===== src/hdl/ccpc_pkg.sv =====
// Shared types, widths, register codes and divider step for the coverage unit.
package ccpc_pkg;

  localparam int LOGICAL_SIZE = 100;
  localparam int FRAC_SCALE   = 256;

  localparam int IDXW    = 3;   // config register index
  localparam int CFG_DW  = 16;  // config write data
  localparam int CRDW    = 7;   // logical coordinate / stroke
  localparam int COLOR_W = 16;
  localparam int PIX_W   = 6;   // pixel column / row

  localparam int QW   = 16;  // pixel centre, 8 fractional bits
  localparam int SCW  = 15;  // logical coordinate times 256
  localparam int DW   = 17;  // signed pixel minus start
  localparam int VW   = 16;  // signed segment vector
  localparam int LW   = 32;  // squared segment length
  localparam int PRW  = 33;  // one projection product
  localparam int SQ0W = 34;  // square of a DW value
  localparam int PW   = 34;  // projection sum
  localparam int NW   = 48;  // quotient numerator
  localparam int QTW  = 15;  // quotient
  localparam int XW   = 18;  // signed distance to closest point
  localparam int SQW  = 36;  // square of an XW value
  localparam int DSW  = 37;  // squared distance
  localparam int RW   = 30;  // squared radius

  localparam int DIV_STEPS  = 3;
  localparam int DIV_STAGES = QTW / DIV_STEPS;

  typedef enum logic [IDXW-1:0] {
    REG_SHAPE_MODE  = 3'd0,
    REG_SEG_START_X = 3'd1,
    REG_SEG_START_Y = 3'd2,
    REG_SEG_END_X   = 3'd3,
    REG_SEG_END_Y   = 3'd4,
    REG_STROKE_SIZE = 3'd5,
    REG_PAINT_COLOR = 3'd6
  } cfg_reg_t;

  typedef struct packed {
    logic                  shape_mode;
    logic [SCW-1:0]        sx;
    logic [SCW-1:0]        sy;
    logic signed [VW-1:0]  vx;
    logic signed [VW-1:0]  vy;
    logic [VW-1:0]         vax;
    logic [VW-1:0]         vay;
    logic [LW-1:0]         len2;
    logic [RW-1:0]         r2_full;
    logic [RW-1:0]         r2_half;
    logic [RW-1:0]         r2_cap;
    logic [COLOR_W-1:0]    color;
  } cfg_t;

  typedef struct packed {
    logic signed [DW-1:0] dxs;
    logic signed [DW-1:0] dys;
    logic [DSW-1:0]       d0;
    logic                 le0;
    logic                 ge;
  } geo_t;

  typedef struct packed {
    logic [LW-1:0]  rem;
    logic [QTW-1:0] nl;
    logic [QTW-1:0] q;
  } div_t;

  // One restoring step: bring down a numerator bit, subtract if it fits.
  function automatic div_t div_step(input div_t s, input logic [LW-1:0] d);
    logic [LW:0] t;
    div_t        o;
    t    = {s.rem, s.nl[QTW-1]};
    o.nl = {s.nl[QTW-2:0], 1'b0};
    if (t >= {1'b0, d}) begin
      o.rem = LW'(t - {1'b0, d});
      o.q   = {s.q[QTW-2:0], 1'b1};
    end else begin
      o.rem = t[LW-1:0];
      o.q   = {s.q[QTW-2:0], 1'b0};
    end
    return o;
  endfunction

endpackage


===== src/hdl/ccpc_if.sv =====


interface ccpc_cfg_if ();
  logic        valid;
  logic        ready;
  logic [2:0]  index;
  logic [15:0] data;
  modport source (output valid, index, data, input ready);
  modport sink (input valid, index, data, output ready);
endinterface


===== src/hdl/ccpc_cfg.sv =====
// Config registers and the shape terms derived from them.
module ccpc_cfg
  import ccpc_pkg::*;
(
  input  logic       clk,
  input  logic       rst_n,
  ccpc_cfg_if.sink   cfg_wr,
  output cfg_t       cfg
);

  logic                 mode_r;
  logic [CRDW-1:0]      sx_r, sy_r, ex_r, ey_r, stroke_r;
  logic [COLOR_W-1:0]   color_r;

  logic signed [VW-1:0] vx_r, vy_r, vx_nxt, vy_nxt;
  logic [VW-1:0]        vax_r, vay_r, vax_nxt, vay_nxt;
  logic [LW-1:0]        len2_r, len2_nxt;
  logic [RW-1:0]        r2_full_r, r2_half_r, r2_cap_r;
  logic [RW-1:0]        r2_full_nxt, r2_half_nxt, r2_cap_nxt;
  logic signed [2*VW-1:0] vxx, vyy;
  logic [2*CRDW-1:0]    s2;
  logic [2*CRDW-3:0]    h2;
  logic [CRDW-2:0]      half;

  assign cfg_wr.ready = 1'b1;

  always_ff @(posedge clk) begin
    if (!rst_n) begin
      mode_r   <= 1'b0;
      sx_r     <= '0;
      sy_r     <= '0;
      ex_r     <= '0;
      ey_r     <= '0;
      stroke_r <= '0;
      color_r  <= '0;
    end else if (cfg_wr.valid) begin
      case (cfg_reg_t'(cfg_wr.index))
        REG_SHAPE_MODE:  mode_r   <= cfg_wr.data[0];
        REG_SEG_START_X: sx_r     <= cfg_wr.data[CRDW-1:0];
        REG_SEG_START_Y: sy_r     <= cfg_wr.data[CRDW-1:0];
        REG_SEG_END_X:   ex_r     <= cfg_wr.data[CRDW-1:0];
        REG_SEG_END_Y:   ey_r     <= cfg_wr.data[CRDW-1:0];
        REG_STROKE_SIZE: stroke_r <= cfg_wr.data[CRDW-1:0];
        REG_PAINT_COLOR: color_r  <= cfg_wr.data[COLOR_W-1:0];
        default: ;
      endcase
    end
  end

  always_comb begin
    vx_nxt      = $signed({1'b0, ex_r, 8'b0}) - $signed({1'b0, sx_r, 8'b0});
    vy_nxt      = $signed({1'b0, ey_r, 8'b0}) - $signed({1'b0, sy_r, 8'b0});
    vax_nxt     = vx_nxt[VW-1] ? VW'(-vx_nxt) : vx_nxt;
    vay_nxt     = vy_nxt[VW-1] ? VW'(-vy_nxt) : vy_nxt;
    vxx         = vx_nxt * vx_nxt;
    vyy         = vy_nxt * vy_nxt;
    len2_nxt    = LW'($unsigned(vxx)) + LW'($unsigned(vyy));
    s2          = stroke_r * stroke_r;
    half        = stroke_r[CRDW-1:1];
    h2          = half * half;
    r2_full_nxt = {s2, 16'b0};
    r2_half_nxt = RW'({h2, 16'b0});
    r2_cap_nxt  = RW'({s2, 14'b0});
  end

  // Derived terms are registered and settle in the cycle after a write.
  always_ff @(posedge clk) begin
    if (!rst_n) begin
      vx_r      <= '0;
      vy_r      <= '0;
      vax_r     <= '0;
      vay_r     <= '0;
      len2_r    <= '0;
      r2_full_r <= '0;
      r2_half_r <= '0;
      r2_cap_r  <= '0;
    end else begin
      vx_r      <= vx_nxt;
      vy_r      <= vy_nxt;
      vax_r     <= vax_nxt;
      vay_r     <= vay_nxt;
      len2_r    <= len2_nxt;
      r2_full_r <= r2_full_nxt;
      r2_half_r <= r2_half_nxt;
      r2_cap_r  <= r2_cap_nxt;
    end
  end

  always_comb begin
    cfg.shape_mode = mode_r;
    cfg.sx         = {sx_r, 8'b0};
    cfg.sy         = {sy_r, 8'b0};
    cfg.vx         = vx_r;
    cfg.vy         = vy_r;
    cfg.vax        = vax_r;
    cfg.vay        = vay_r;
    cfg.len2       = len2_r;
    cfg.r2_full    = r2_full_r;
    cfg.r2_half    = r2_half_r;
    cfg.r2_cap     = r2_cap_r;
    cfg.color      = color_r;
  end

  a_len2_zero: assert property (@(posedge clk) disable iff (!rst_n)
    (len2_r == '0) == (vx_r == '0 && vy_r == '0))
    else $error("squared length disagrees with segment vector");

endmodule


===== src/flat_wrapper.sv =====
// flat-port wrapper written by rule: the top's interface ports become plain ports
module ccpc_cfg_flat import ccpc_pkg::*;
  (clk, rst_n, cfg, cfg_wr_valid, cfg_wr_index, cfg_wr_data, cfg_wr_ready);
  ccpc_cfg_if cfg_wr_i ();
  input  logic clk;
  input  logic rst_n;
  output cfg_t cfg;
  input wire logic [$bits(cfg_wr_i.valid)-1:0] cfg_wr_valid;
  input wire logic [$bits(cfg_wr_i.index)-1:0] cfg_wr_index;
  input wire logic [$bits(cfg_wr_i.data)-1:0] cfg_wr_data;
  output wire logic [$bits(cfg_wr_i.ready)-1:0] cfg_wr_ready;
  assign cfg_wr_i.valid = cfg_wr_valid;
  assign cfg_wr_i.index = cfg_wr_index;
  assign cfg_wr_i.data = cfg_wr_data;
  assign cfg_wr_ready = cfg_wr_i.ready;
  ccpc_cfg u_core (.clk(clk), .rst_n(rst_n), .cfg_wr(cfg_wr_i), .cfg(cfg));
endmodule

===== config.mk =====
export PLATFORM = sky130hd
export DESIGN_NAME = ccpc_cfg_flat
export DESIGN_NICKNAME = d
export VERILOG_FILES = /design/src/hdl/ccpc_pkg.sv /design/src/hdl/ccpc_if.sv /design/src/hdl/ccpc_cfg.sv /design/src/flat_wrapper.sv
export SDC_FILE = /design/constraint.sdc
export NUM_CORES = 1
export LEC_CHECK = 0
export BUFFER_PORTS_ARGS = -buffer_cell sky130_fd_sc_hd__buf_2
export CORE_UTILIZATION = 52
export DETAILED_ROUTE_END_ITERATION = 12
export PLACE_DENSITY_LB_ADDON = 0.12
export SYNTH_ARGS = -nofsm -noshare
export SYNTH_HDL_FRONTEND = slang
export SYNTH_SLANG_ARGS = --single-unit

===== constraint.sdc =====
create_clock -name clk -period 8.8 [get_ports clk]
set_clock_uncertainty 0.15 [all_clocks]
set_input_delay 0.88 -clock clk [delete_from_list [all_inputs] [get_ports clk]]
set_output_delay 0.88 -clock clk [all_outputs]
set_load 0.01 [all_outputs]

==> impl_results.md <==
* Simple-gate portion of the synthesized area at 11.0%
* Gr ovfl total at 0
* DP Area at 0.0131 sq mm
* Worst ir drop on vdd at 0.284 mV
* Netlist Area Pre-Place at 0.0126 sq mm
* MaxCap Viol Count at 0
* WHS Path Cells at 2
* Cells on worst reg2reg path at 29
* First-pass GRT wire length at 42,200 um
* Nets at 1,829
* Initial Util at 53.3%
* Number of global-route vias before repair at 8,217
* Hold Crit Start: u_core.color_r[12]$_SDFFE_PN0P_
* Leakage at 0.00739 uW
* Multi-input logic area at 0.00855 sq mm
* Multiplexer share of the synthesized area at 3.03%
* Crit path top cell by count: fa_1
* Hold WC Path Type: reg2reg
* Finished Core Util at 57.8%
* FF-to-FF setup slack at 560 ps
* GP Congestion at 0.862
* Number of enable flip-flop cells after synthesis at 0
* DRC at 0
* Setup violators final at 0
* Post-route cell area at 0.0136 sq mm
* Distinct cells, synth at 56
* Sequential Area at 0.00244 sq mm
* Synth Flop Type: dfxtp_1
* Main combinational cell family by area after synthesis: adder cells
* Final HPWL DP at 21,200 um
* Tcrit/Tclk final at 93.6%
* Hold Path Sink: u_core.color_r[12]$_SDFFE_PN0P_
* Crit start category: register
* Initial antenna violation count at 1
* RR Endpoint: u_core.len2_r[31]$_SDFF_PN0_
* Slew Limit Headroom at 26.0%
* Area share of the largest cell type after synthesis at 22.7%
* Asr flop ratio synth at 0%
* Tot GR Track Use at 22.2%
* Area contributors post-synth: fa_1 23%, dfxtp_1 19%, ha_1 17%
* Die area at 0.0248 sq mm
* DRT Pass-1 Iters at 7
* H-tree depth at 4
* Clock sink count at 122
* Crit path max fanout at 7
* Worst-skew pair later-pin latency at 420 ps
* Drt total wl at 26,400 um
* CORE AREA at 0.0236 sq mm
* Fillers at 2,205
* Commonest non-fill, non-tap cell in the layout: inv_1
* Hold_buf cts at 0
* Post-DRT Antenna Nets at 0
* Worst-margin pin slew at 1110 ps
* Drt wl/cell at 14.5 um
* Crit path required time at 8980 ps
* Final setup TNS at 0 ps
* Max Fclk at 0.121 GHz
* Worst reg2reg startpoint: u_core.sy_r[0]$_SDFFE_PN0P_
* Clock root buffer: clkbuf_16
* Critical path arrival at 8420 ps
* # diodes at 0
* Status: finished clean
* Inserted Clock Buffers at 17
* Yosys reg bits at 122
* Synth Area in Adders at 40.1%
* Longest Clk Path Bufs at 2
* Unrepaired setup endpoints after global routing: false
* Crit-path max cell delay at 540 ps
* Die W at 158 um
* Final max-slew violation count at 0
* Minimum clock period at 8240 ps
* Largest net degree at the start of global routing at 88
* Seq/Total Area, Yosys at 19.4%
* Die H at 158 um
* Synth Instances at 1,371
* Complex-gate fraction of the synthesized area at 5.77%
* Post-synth top area cell: fa_1
* Area grow syn2layout at 8.42%
* Post-DR vias/cell at 4.79
* DR iter-0 viols at 555
* Warnings from Yosys at 0
* Vias at 8,713
* Most frequent cells in the layout: 237 x inv_1, 175 x ha_1, 143 x fa_1
* Clock edge transition at the registers on the reported setup and hold paths at 60 ps
* Syn avg cell area at 9.18 sq um
* IO Count at 256
* Final Hold Vio Count at 0
* Power Density at 245 mW/mm^2
* CTS tree: done
* Row Count at 56
* Slowest cell on crit path: fa_1
* Layout cell share with drive strength beyond 1 at 13.1%
* Critical path class: reg2reg
* Post-Synth XOR/XNOR Area at 4.39%
* # port buffers at 137
* Setup crit end kind: register
## worst max path at each step
| stage | startpoint | to |
|---|---|---|
| after detailed placement | u_core.sy_r[0]$_SDFFE_PN0P_ | u_core.len2_r[31]$_SDFF_PN0_ |
| after floorplan | u_core.sy_r[0]$_SDFFE_PN0P_ | u_core.len2_r[31]$_SDFF_PN0_ |
| after CTS | u_core.sy_r[0]$_SDFFE_PN0P_ | u_core.len2_r[31]$_SDFF_PN0_ |
| after global placement | u_core.sy_r[0]$_SDFFE_PN0P_ | u_core.len2_r[31]$_SDFF_PN0_ |
| final | u_core.sy_r[0]$_SDFFE_PN0P_ | u_core.len2_r[31]$_SDFF_PN0_ |
| after global routing | u_core.sy_r[0]$_SDFFE_PN0P_ | u_core.len2_r[31]$_SDFF_PN0_ |
## layer usage
metal / routed length [um] / track usage, %
met5: 0 / 0
met4: 495 / 6.84
met3: 1580 / 3.64
met2: 11300 / 32.8
met1: 13000 / 32.9
## Yosys cell counts (4+ instances only)
master and instances:
a211oi_1 4, a21o_1 10, a21oi_1 48, and2_1 27, and3_1 4, buf_1 4, buf_4 134, clkbuf_1 25
dfxtp_1 122, fa_1 143, ha_1 175, inv_1 237, inv_2 4, mux2i_1 37, nand2_1 80, nand2b_1 8
nand3_1 9, nor2_1 136, nor2b_1 9, nor3_1 15, nor3b_1 6, o211ai_1 4, o21a_1 6, o21ai_0 14
o21bai_1 6, or2_2 4, xnor2_1 46, xor2_1 14
## sequential cells by signal, indices dropped and copies added (netlist names)
name,cells
u_core.mode_r,1
u_core.len2_r,16
u_core.ex_r,7
u_core.stroke_r,7
u_core.color_r,16
u_core.r2_cap_r,13
u_core.sy_r,7
u_core.r2_half_r,11
u_core.ey_r,7
u_core.vy_r,7
u_core.sx_r,7
u_core.vax_r,8
u_core.vx_r,7
u_core.vay_r,8
## kinds of logic (layout without fill, tap and decap cells)
| family | count (synthesis) | in the layout |
|---|---|---|
| adders and majority gates | 318 | 318 |
| xor gates and xnor gates | 61 | 61 |
| and+or+nand+nor | 309 | 309 |
| muxes | 38 | 38 |
| buffers and inverters | 408 | 422 |
| AOI/OAI and AO/OA | 113 | 113 |
| DFF | 122 | 122 |
| other | 2 | 118 |
## report_power, final
group          internal (uW)  total (uW)  leakage (uW)  switching (uW)
Clock                    417         703      0.000269             286
Sequential               611         627      0.000993            15.6
Combinational            851        2020       0.00613            1160
## metrics by stage
stage | power (uW) | hold WS, ps | setup WS (ps) | cells
after floorplan | 2250 | 276 | 907 | 1487
after global placement | 2660 | 290 | 639 | 1789
after detailed placement | 2660 | 296 | 445 | 1789
after CTS | 3410 | 304 | 400 | 1820
after global routing | 3710 | 317 | 46.2 | 1820
final | 3350 | 300 | 561 | 1820
## critical path, delay by kind of cell, from the launching register on
kind | cells | cell delay (ps)
adders and majority gates | 11 | 4830
buffers and inverters | 6 | 410
DFF | 1 | 350
AOI/OAI and AO/OA | 9 | 1750
xor gates and xnor gates | 1 | 220
and+or+nand+nor | 2 | 410
## timing repair
item | in CTS | in global routing
endpoints found under the setup margin | 0 | 1
resized for setup | 0 | 1
setup buffers | 0 | 0
## cell type report
class	count	area share (%)
Inverter	243	6.69
Multi-Input combinational cell	957	62.7
Tap cell	319	2.92
Clock buffer	18	3.14
Clock inverter	13	1.05
Sequential cell	122	17.9
Timing Repair Buffer	148	5.63
No activity file was read; power rests on OpenSTA's default activity.
