--- src/hdl/ccpc_pkg.sv ---
// Shared types, widths, register codes and divider step for the coverage unit.
package ccpc_pkg;

  localparam int LOGICAL_SIZE = 100;
  localparam int FRAC_SCALE   = 256;

  localparam int IDXW    = 3;   // config register index
  localparam int CFG_DW  = 16;  // config write data
  localparam int CRDW    = 7;   // logical coordinate / stroke
  localparam int COLOR_W = 16;
  localparam int PIX_W   = 6;   // pixel column / row

  localparam int QW   = 16;  // pixel centre, 8 fractional bits
  localparam int SCW  = 15;  // logical coordinate times 256
  localparam int DW   = 17;  // signed pixel minus start
  localparam int VW   = 16;  // signed segment vector
  localparam int LW   = 32;  // squared segment length
  localparam int PRW  = 33;  // one projection product
  localparam int SQ0W = 34;  // square of a DW value
  localparam int PW   = 34;  // projection sum
  localparam int NW   = 48;  // quotient numerator
  localparam int QTW  = 15;  // quotient
  localparam int XW   = 18;  // signed distance to closest point
  localparam int SQW  = 36;  // square of an XW value
  localparam int DSW  = 37;  // squared distance
  localparam int RW   = 30;  // squared radius

  localparam int DIV_STEPS  = 3;
  localparam int DIV_STAGES = QTW / DIV_STEPS;

  typedef enum logic [IDXW-1:0] {
    REG_SHAPE_MODE  = 3'd0,
    REG_SEG_START_X = 3'd1,
    REG_SEG_START_Y = 3'd2,
    REG_SEG_END_X   = 3'd3,
    REG_SEG_END_Y   = 3'd4,
    REG_STROKE_SIZE = 3'd5,
    REG_PAINT_COLOR = 3'd6
  } cfg_reg_t;

  typedef struct packed {
    logic                  shape_mode;
    logic [SCW-1:0]        sx;
    logic [SCW-1:0]        sy;
    logic signed [VW-1:0]  vx;
    logic signed [VW-1:0]  vy;
    logic [VW-1:0]         vax;
    logic [VW-1:0]         vay;
    logic [LW-1:0]         len2;
    logic [RW-1:0]         r2_full;
    logic [RW-1:0]         r2_half;
    logic [RW-1:0]         r2_cap;
    logic [COLOR_W-1:0]    color;
  } cfg_t;

  typedef struct packed {
    logic signed [DW-1:0] dxs;
    logic signed [DW-1:0] dys;
    logic [DSW-1:0]       d0;
    logic                 le0;
    logic                 ge;
  } geo_t;

  typedef struct packed {
    logic [LW-1:0]  rem;
    logic [QTW-1:0] nl;
    logic [QTW-1:0] q;
  } div_t;

  // One restoring step: bring down a numerator bit, subtract if it fits.
  function automatic div_t div_step(input div_t s, input logic [LW-1:0] d);
    logic [LW:0] t;
    div_t        o;
    t    = {s.rem, s.nl[QTW-1]};
    o.nl = {s.nl[QTW-2:0], 1'b0};
    if (t >= {1'b0, d}) begin
      o.rem = LW'(t - {1'b0, d});
      o.q   = {s.q[QTW-2:0], 1'b1};
    end else begin
      o.rem = t[LW-1:0];
      o.q   = {s.q[QTW-2:0], 1'b0};
    end
    return o;
  endfunction

endpackage

--- src/hdl/ccpc_div.sv ---
// Pipelined restoring divider for both axes: numerator over squared length.
module ccpc_div
  import ccpc_pkg::*;
#(
  parameter int SW = 8
) (
  input  logic           clk,
  input  logic           rst_n,
  input  logic           i_valid,
  output logic           i_ready,
  input  logic [NW-1:0]  i_num_x,
  input  logic [NW-1:0]  i_num_y,
  input  logic [SW-1:0]  i_side,
  input  logic [LW-1:0]  len2,
  output logic           o_valid,
  input  logic           o_ready,
  output logic [QTW-1:0] o_qx,
  output logic [QTW-1:0] o_qy,
  output logic [SW-1:0]  o_side
);

  localparam int L = DIV_STAGES - 1;

  logic [DIV_STAGES-1:0] v_r, adv;
  div_t                  dx_r [DIV_STAGES];
  div_t                  dy_r [DIV_STAGES];
  div_t                  dx_in [DIV_STAGES];
  div_t                  dy_in [DIV_STAGES];
  div_t                  dx_nxt [DIV_STAGES];
  div_t                  dy_nxt [DIV_STAGES];
  logic [SW-1:0]         side_r [DIV_STAGES];

  always_comb begin
    adv[L] = !v_r[L] || o_ready;
    for (int k = L - 1; k >= 0; k--) begin
      adv[k] = !v_r[k] || adv[k+1];
    end
  end
  assign i_ready = adv[0];

  always_ff @(posedge clk) begin
    if (!rst_n) begin
      v_r <= '0;
    end else begin
      if (adv[0]) v_r[0] <= i_valid;
      for (int k = 1; k < DIV_STAGES; k++) begin
        if (adv[k]) v_r[k] <= v_r[k-1];
      end
    end
  end

  for (genvar k = 0; k < DIV_STAGES; k++) begin : g_st
    if (k == 0) begin : g_first
      // quotient fits QTW bits, so the top bits already sit below the divisor
      always_comb begin
        dx_in[k].rem = i_num_x[QTW+LW-1:QTW];
        dx_in[k].nl  = i_num_x[QTW-1:0];
        dx_in[k].q   = '0;
        dy_in[k].rem = i_num_y[QTW+LW-1:QTW];
        dy_in[k].nl  = i_num_y[QTW-1:0];
        dy_in[k].q   = '0;
      end
    end else begin : g_next
      assign dx_in[k] = dx_r[k-1];
      assign dy_in[k] = dy_r[k-1];
    end

    always_comb begin
      dx_nxt[k] = dx_in[k];
      dy_nxt[k] = dy_in[k];
      for (int j = 0; j < DIV_STEPS; j++) begin
        dx_nxt[k] = div_step(dx_nxt[k], len2);
        dy_nxt[k] = div_step(dy_nxt[k], len2);
      end
    end

    always_ff @(posedge clk) begin
      if (adv[k]) begin
        dx_r[k]   <= dx_nxt[k];
        dy_r[k]   <= dy_nxt[k];
        side_r[k] <= (k == 0) ? i_side : side_r[(k == 0) ? 0 : k - 1];
      end
    end
  end

  assign o_valid = v_r[L];
  assign o_qx    = dx_r[L].q;
  assign o_qy    = dy_r[L].q;
  assign o_side  = side_r[L];

  a_hold_q: assert property (@(posedge clk) disable iff (!rst_n)
    v_r[L] && !o_ready |=> v_r[L] && $stable(dx_r[L].q) && $stable(dy_r[L].q))
    else $error("quotient changed while stalled");

  a_adv_chain: assert property (@(posedge clk) disable iff (!rst_n)
    !adv[0] |-> v_r[L] && !o_ready)
    else $error("divider stalled with room in the pipe");

endmodule

--- config.mk ---
export PLATFORM = sky130hd
export DESIGN_NAME = ccpc_div
export DESIGN_NICKNAME = d
export VERILOG_FILES = /design/src/hdl/ccpc_pkg.sv /design/src/hdl/ccpc_div.sv
export SDC_FILE = /design/constraint.sdc
export NUM_CORES = 2
export LEC_CHECK = 0
export ABC_CLOCK_PERIOD_IN_PS = 13150
export BUFFER_PORTS_ARGS = -buffer_cell sky130_fd_sc_hd__clkbuf_2
export CAP_MARGIN = 20
export CELL_PAD_IN_SITES_DETAIL_PLACEMENT = 2
export CELL_PAD_IN_SITES_GLOBAL_PLACEMENT = 2
export CORE_ASPECT_RATIO = 1.1
export CORE_UTILIZATION = 41
export DETAILED_ROUTE_END_ITERATION = 8
export GPL_TIMING_DRIVEN = 0
export HOLD_SLACK_MARGIN = 0.02
export PLACE_DENSITY_LB_ADDON = 0.1
export SKIP_LAST_GASP = 1
export SLEW_MARGIN = 15
export SYNTH_ARGS = -nofsm -noshare
export SYNTH_HDL_FRONTEND = slang
export SYNTH_SLANG_ARGS = --single-unit
--- constraint.sdc ---
create_clock -name clk -period 13.15 [get_ports clk]
set_input_delay 0.6575 -clock clk [delete_from_list [all_inputs] [get_ports clk]]
set_output_delay 0.6575 -clock clk [all_outputs]
set_load 0.01 [all_outputs]
==> impl_table.tex <==
\begin{tabular}{lr}
\hline
Metric & Value \\
\hline
\multicolumn{2}{l}{\textbf{Timing}} \\
\quad Final worst path period need & about 13 ns \\
\quad Pins Over Slew Limit & 0 \\
\quad Transition time at the pin with the least slew margin & approximately 0.95 ns \\
\quad Hold\_ws & 0.106 ns \\
\quad Number of hold violations in the final report & 0 \\
\quad Endpoints failing setup & 0 \\
\quad Setup repair after global routing missed its margin & yes \\
\quad Remaining max-slew budget at the tightest pin & between 30 and 40\% \\
\quad Final period util & between 90\% and 100\% \\
\quad Worst clock skew & 0.0491 ns \\
\quad Max Freq & about 80 MHz \\
\multicolumn{2}{l}{\textbf{Setup path}} \\
\quad CP Max Fanout & 33 \\
\quad Required time of the critical path & about 14 ns \\
\quad Sort of element at the start of the critical path & input pin \\
\quad Endpoint of the worst register-to-register path & dy\_r[0][145] \\
\quad Register-to-Register Path Depth & approximately 40 \\
\quad Arrival time reported for the critical path endpoint & between 10 and 15 ns \\
\quad Dominant delay contributor by cell family on the critical path & compound AO/OA/AOI/OAI gates \\
\quad Highest-delay cell along the critical path & sky130\_fd\_sc\_hd\_\_a2111oi\_1 \\
\quad Classification of the worst setup path & in2reg \\
\quad Bufs and invs on worst path & 8 \\
\quad Register-to-register setup slack & 0.62 ns \\
\quad RR Startpoint & dy\_r[0][98] \\
\quad Max stage delay on crit path & between 0.5 and 0.6 ns \\
\quad Worst setup EP type & register \\
\multicolumn{2}{l}{\textbf{Global route}} \\
\quad Grt met2 use & 62.1\% \\
\quad Antenna violations before repair & 18 \\
\quad Global-route congestion overflow total & 0 \\
\quad Vias in the first global route & 72807 \\
\quad Maximum number of pins on one net before global-route repair & 53 \\
\quad Global routing usage on met1 & 39.7\% \\
\quad Total routing resource utilization after global routing & about a third \\
\quad Global-route met3 utilization & under 10\% \\
\quad Layer with the highest usage after global routing & met2 \\
\quad First-pass GRT wire length & around 450000 µm \\
\multicolumn{2}{l}{\textbf{Cells and area}} \\
\quad Post-route insts no fill & $\sim$11000 \\
\quad Total of fill cells in the finished design & approximately 18000 \\
\quad Final net count & roughly 9400 \\
\quad Synthesis-to-finish area growth & 10.0\% \\
\quad Most frequent cells in the layout & sky130\_fd\_sc\_hd\_\_ha\_1 (960), sky130\_fd\_sc\_hd\_\_a21oi\_1 (905), sky130\_fd\_sc\_hd\_\_nor2\_1 (621), sky130\_fd\_sc\_hd\_\_mux2\_2 (551), sky130\_fd\_sc\_hd\_\_xnor2\_1 (509) \\
\quad Leading cell type in the layout, fill and taps excluded & sky130\_fd\_sc\_hd\_\_ha\_1 \\
\quad Total non-filler cell area in the finished layout & 74700 µm² \\
\quad Fraction of layout cells with a size suffix above 1 & 12.7\% \\
\multicolumn{2}{l}{\textbf{Drt}} \\
\quad Post-detailed-route via-to-cell ratio & $\sim$6.3 \\
\quad Initial DRT Pass Iterations & 5 \\
\quad Average detailed-routed wire length per instance & about 28 µm \\
\quad Detail Route Antenna Nets & 0 \\
\quad Initial drt markers & between 3000 and 4000 \\
\quad Final wirelength & around 300000 µm \\
\quad Residual DRC count & 0 \\
\quad Number of vias after detailed routing & 66561 \\
\multicolumn{2}{l}{\textbf{Placed design}} \\
\quad Count of placed standard cells including taps & 10430 \\
\quad Total of buffers placed on input and output ports & 177 \\
\quad RD Place Congestion & around 0.90 \\
\quad Placement Cell Area & 72600 µm² \\
\quad Half-perimeter wire length after detailed placement & approximately 240000 µm \\
\multicolumn{2}{l}{\textbf{Synth}} \\
\quad Number of nets produced by synthesis & 9132 \\
\quad FF+latch count, synth & about 450 \\
\quad Predominant post-synthesis flop cell & sky130\_fd\_sc\_hd\_\_edfxtp\_1 \\
\quad Instance count of the mapped netlist & between 8000 and 9000 \\
\quad Share of async-settable or async-resettable flops after synthesis & 0\% \\
\quad Avg Synthesized Cell Area & 8.49 µm² \\
\quad Yosys warning count & 0 \\
\quad Seq/Total Area, Yosys & roughly a fifth \\
\quad Post-synth EDFFs & 446 \\
\quad Netlist area before placement & 67900 µm² \\
\quad Number of different library cells in the post-synthesis netlist & 94 \\
\multicolumn{2}{l}{\textbf{Run}} \\
\quad Max Cap Violations & 0 \\
\multicolumn{2}{l}{\textbf{CTS}} \\
\quad Number of buffers added for setup after CTS & 0 \\
\quad Clock slew at the register clock pins of the worst setup and hold paths & 0.06 ns \\
\quad Root buffer cell & sky130\_fd\_sc\_hd\_\_clkbuf\_16 \\
\quad Deepest level of the CTS H-tree & 2 \\
\quad Total of hold buffers inserted after clock tree synthesis & 0 \\
\quad Clock tree from TritonCTS & done \\
\quad Buffer levels on the longest clock path & 3 \\
\quad TritonCTS buffer count & 60 \\
\quad Count of clock tree sinks & 451 \\
\quad Clock network latency to the later pin of the worst-skew pair & $\sim$0.74 ns \\
\multicolumn{2}{l}{\textbf{Die}} \\
\quad Core Footprint & 164000 µm² \\
\quad Effective utilization at floorplan & a little over 40\% \\
\quad Width of the chip & roughly 390 µm \\
\quad Total I/O pin count & 180 \\
\quad Cell Rows & 156 \\
\quad Area of the die & between 150000 and 200000 µm² \\
\quad Y dimension of the die & $\sim$430 µm \\
\multicolumn{2}{l}{\textbf{Min path}} \\
\quad End point of the worst hold path & side\_r[0][1] \\
\quad Hold Path Class & in2reg \\
\quad HP Start & i\_side[1] \\
\quad Hold Path Stages & 1 \\
\multicolumn{2}{l}{\textbf{Run status}} \\
\quad Outcome & complete, no violations \\
\hline
\end{tabular}
## flip-flops by register name, summed over array words and instances (netlist names)
register  flops
v_r           5
dx_r        203
dy_r        203
side_r       40
## logic make-up after synthesis
group	synth area share (%)
and+or+nand+nor	14.9
muxes	9.86
DFF	19.9
AOI/OAI and AO/OA	24.4
buffers and inverters	2.96
xor gates and xnor gates	9.42
adders and majority gates	18.5
## what timing repair did
item | CTS | global route
hold endpoints to repair | 0 | 0
resized for setup | 6 | 23
setup endpoints to repair | 118 | 200
## worst max path at each step
stage,startpoint,to,slack (ns),cells after the start
finish,len2[1],dy_r[0][205],0.49,41
global route,len2[1],dy_r[0][205],-0.05,41
CTS,len2[1],dy_r[0][205],0.02,40
detailed placement,len2[1],dx_r[0][109],-1.21,45
global placement,len2[1],dx_r[0][113],-3.34,44
floorplan,len2[1],dy_r[0][205],2.36,39
## synth_stat cells (all sizes together), types with 15 or more instances
| cell type | count | area, µm² |
|---|---|---|
| nor2 | 621 | 2330 |
| o31a | 25 | 220 |
| and3 | 79 | 494 |
| edfxtp | 446 | 13400 |
| a31oi | 77 | 482 |
| nor4 | 31 | 194 |
| o21ai | 505 | 2530 |
| o2111ai | 23 | 201 |
| xnor2 | 509 | 4460 |
| a221oi | 17 | 149 |
| nand4 | 142 | 888 |
| nor2b | 118 | 738 |
| o41ai | 16 | 140 |
| fa | 28 | 561 |
| and4 | 22 | 193 |
| nand3b | 15 | 113 |
| ha | 960 | 12000 |
| a31o | 28 | 245 |
| xor2 | 222 | 1940 |
| or3 | 30 | 188 |
| a211oi | 83 | 641 |
| o21a | 147 | 1100 |
| a21o | 387 | 2910 |
| mux2 | 555 | 6250 |
| a2111oi | 22 | 199 |
| or2 | 36 | 225 |
| and2 | 31 | 194 |
| a211o | 21 | 184 |
| nand2 | 503 | 1890 |
| a21oi | 910 | 4570 |
| o31ai | 46 | 345 |
| nor3 | 140 | 701 |
| clkbuf | 107 | 402 |
| o21bai | 114 | 856 |
| mux2i | 43 | 443 |
| nand2b | 121 | 757 |
| inv | 314 | 1180 |
| o22ai | 16 | 100 |
| a21boi | 24 | 184 |
| o211ai | 49 | 368 |
| buf | 71 | 425 |
| nand3 | 174 | 871 |
## stage by stage
| step | setup TNS (ns) | util (%) | setup WS (ns) |
|---|---|---|---|
| final | 0 | 45.5 | 0.491 |
| after global routing | -0.0497 | 45.5 | -0.0497 |
| after CTS | 0 | 45.4 | 0.0171 |
| after detailed placement | -127.26 | 44.2 | -1.21 |
| after global placement | -729.84 | 43.6 | -3.34 |
| after floorplan | 0 | - | 2.36 |
## layout make-up
cell class	instances	area, µm²	area share (%)
multi-input cells	7060	52500	70.3
flip-flops and latches	451	13500	18.1
well taps	2212	2770	3.70
repair buffers	214	1820	2.44
clock buffers	76	1590	2.13
inverters	315	1270	1.70
plain buffers	177	835	1.12
clock inverters	34	438	0.586
diodes	4	10.0	0.0134
## per-layer routing
metal	up-vias	part of all wire, %
li1	30722	-
met1	33684	41
met2	1420	49
met3	715	3.4
met4	20	6.2
met5	-	0.046
Power is left out: the tool's default activity adds up to more than one toggle a clock period on the data nets, which glitch-free logic cannot reach.
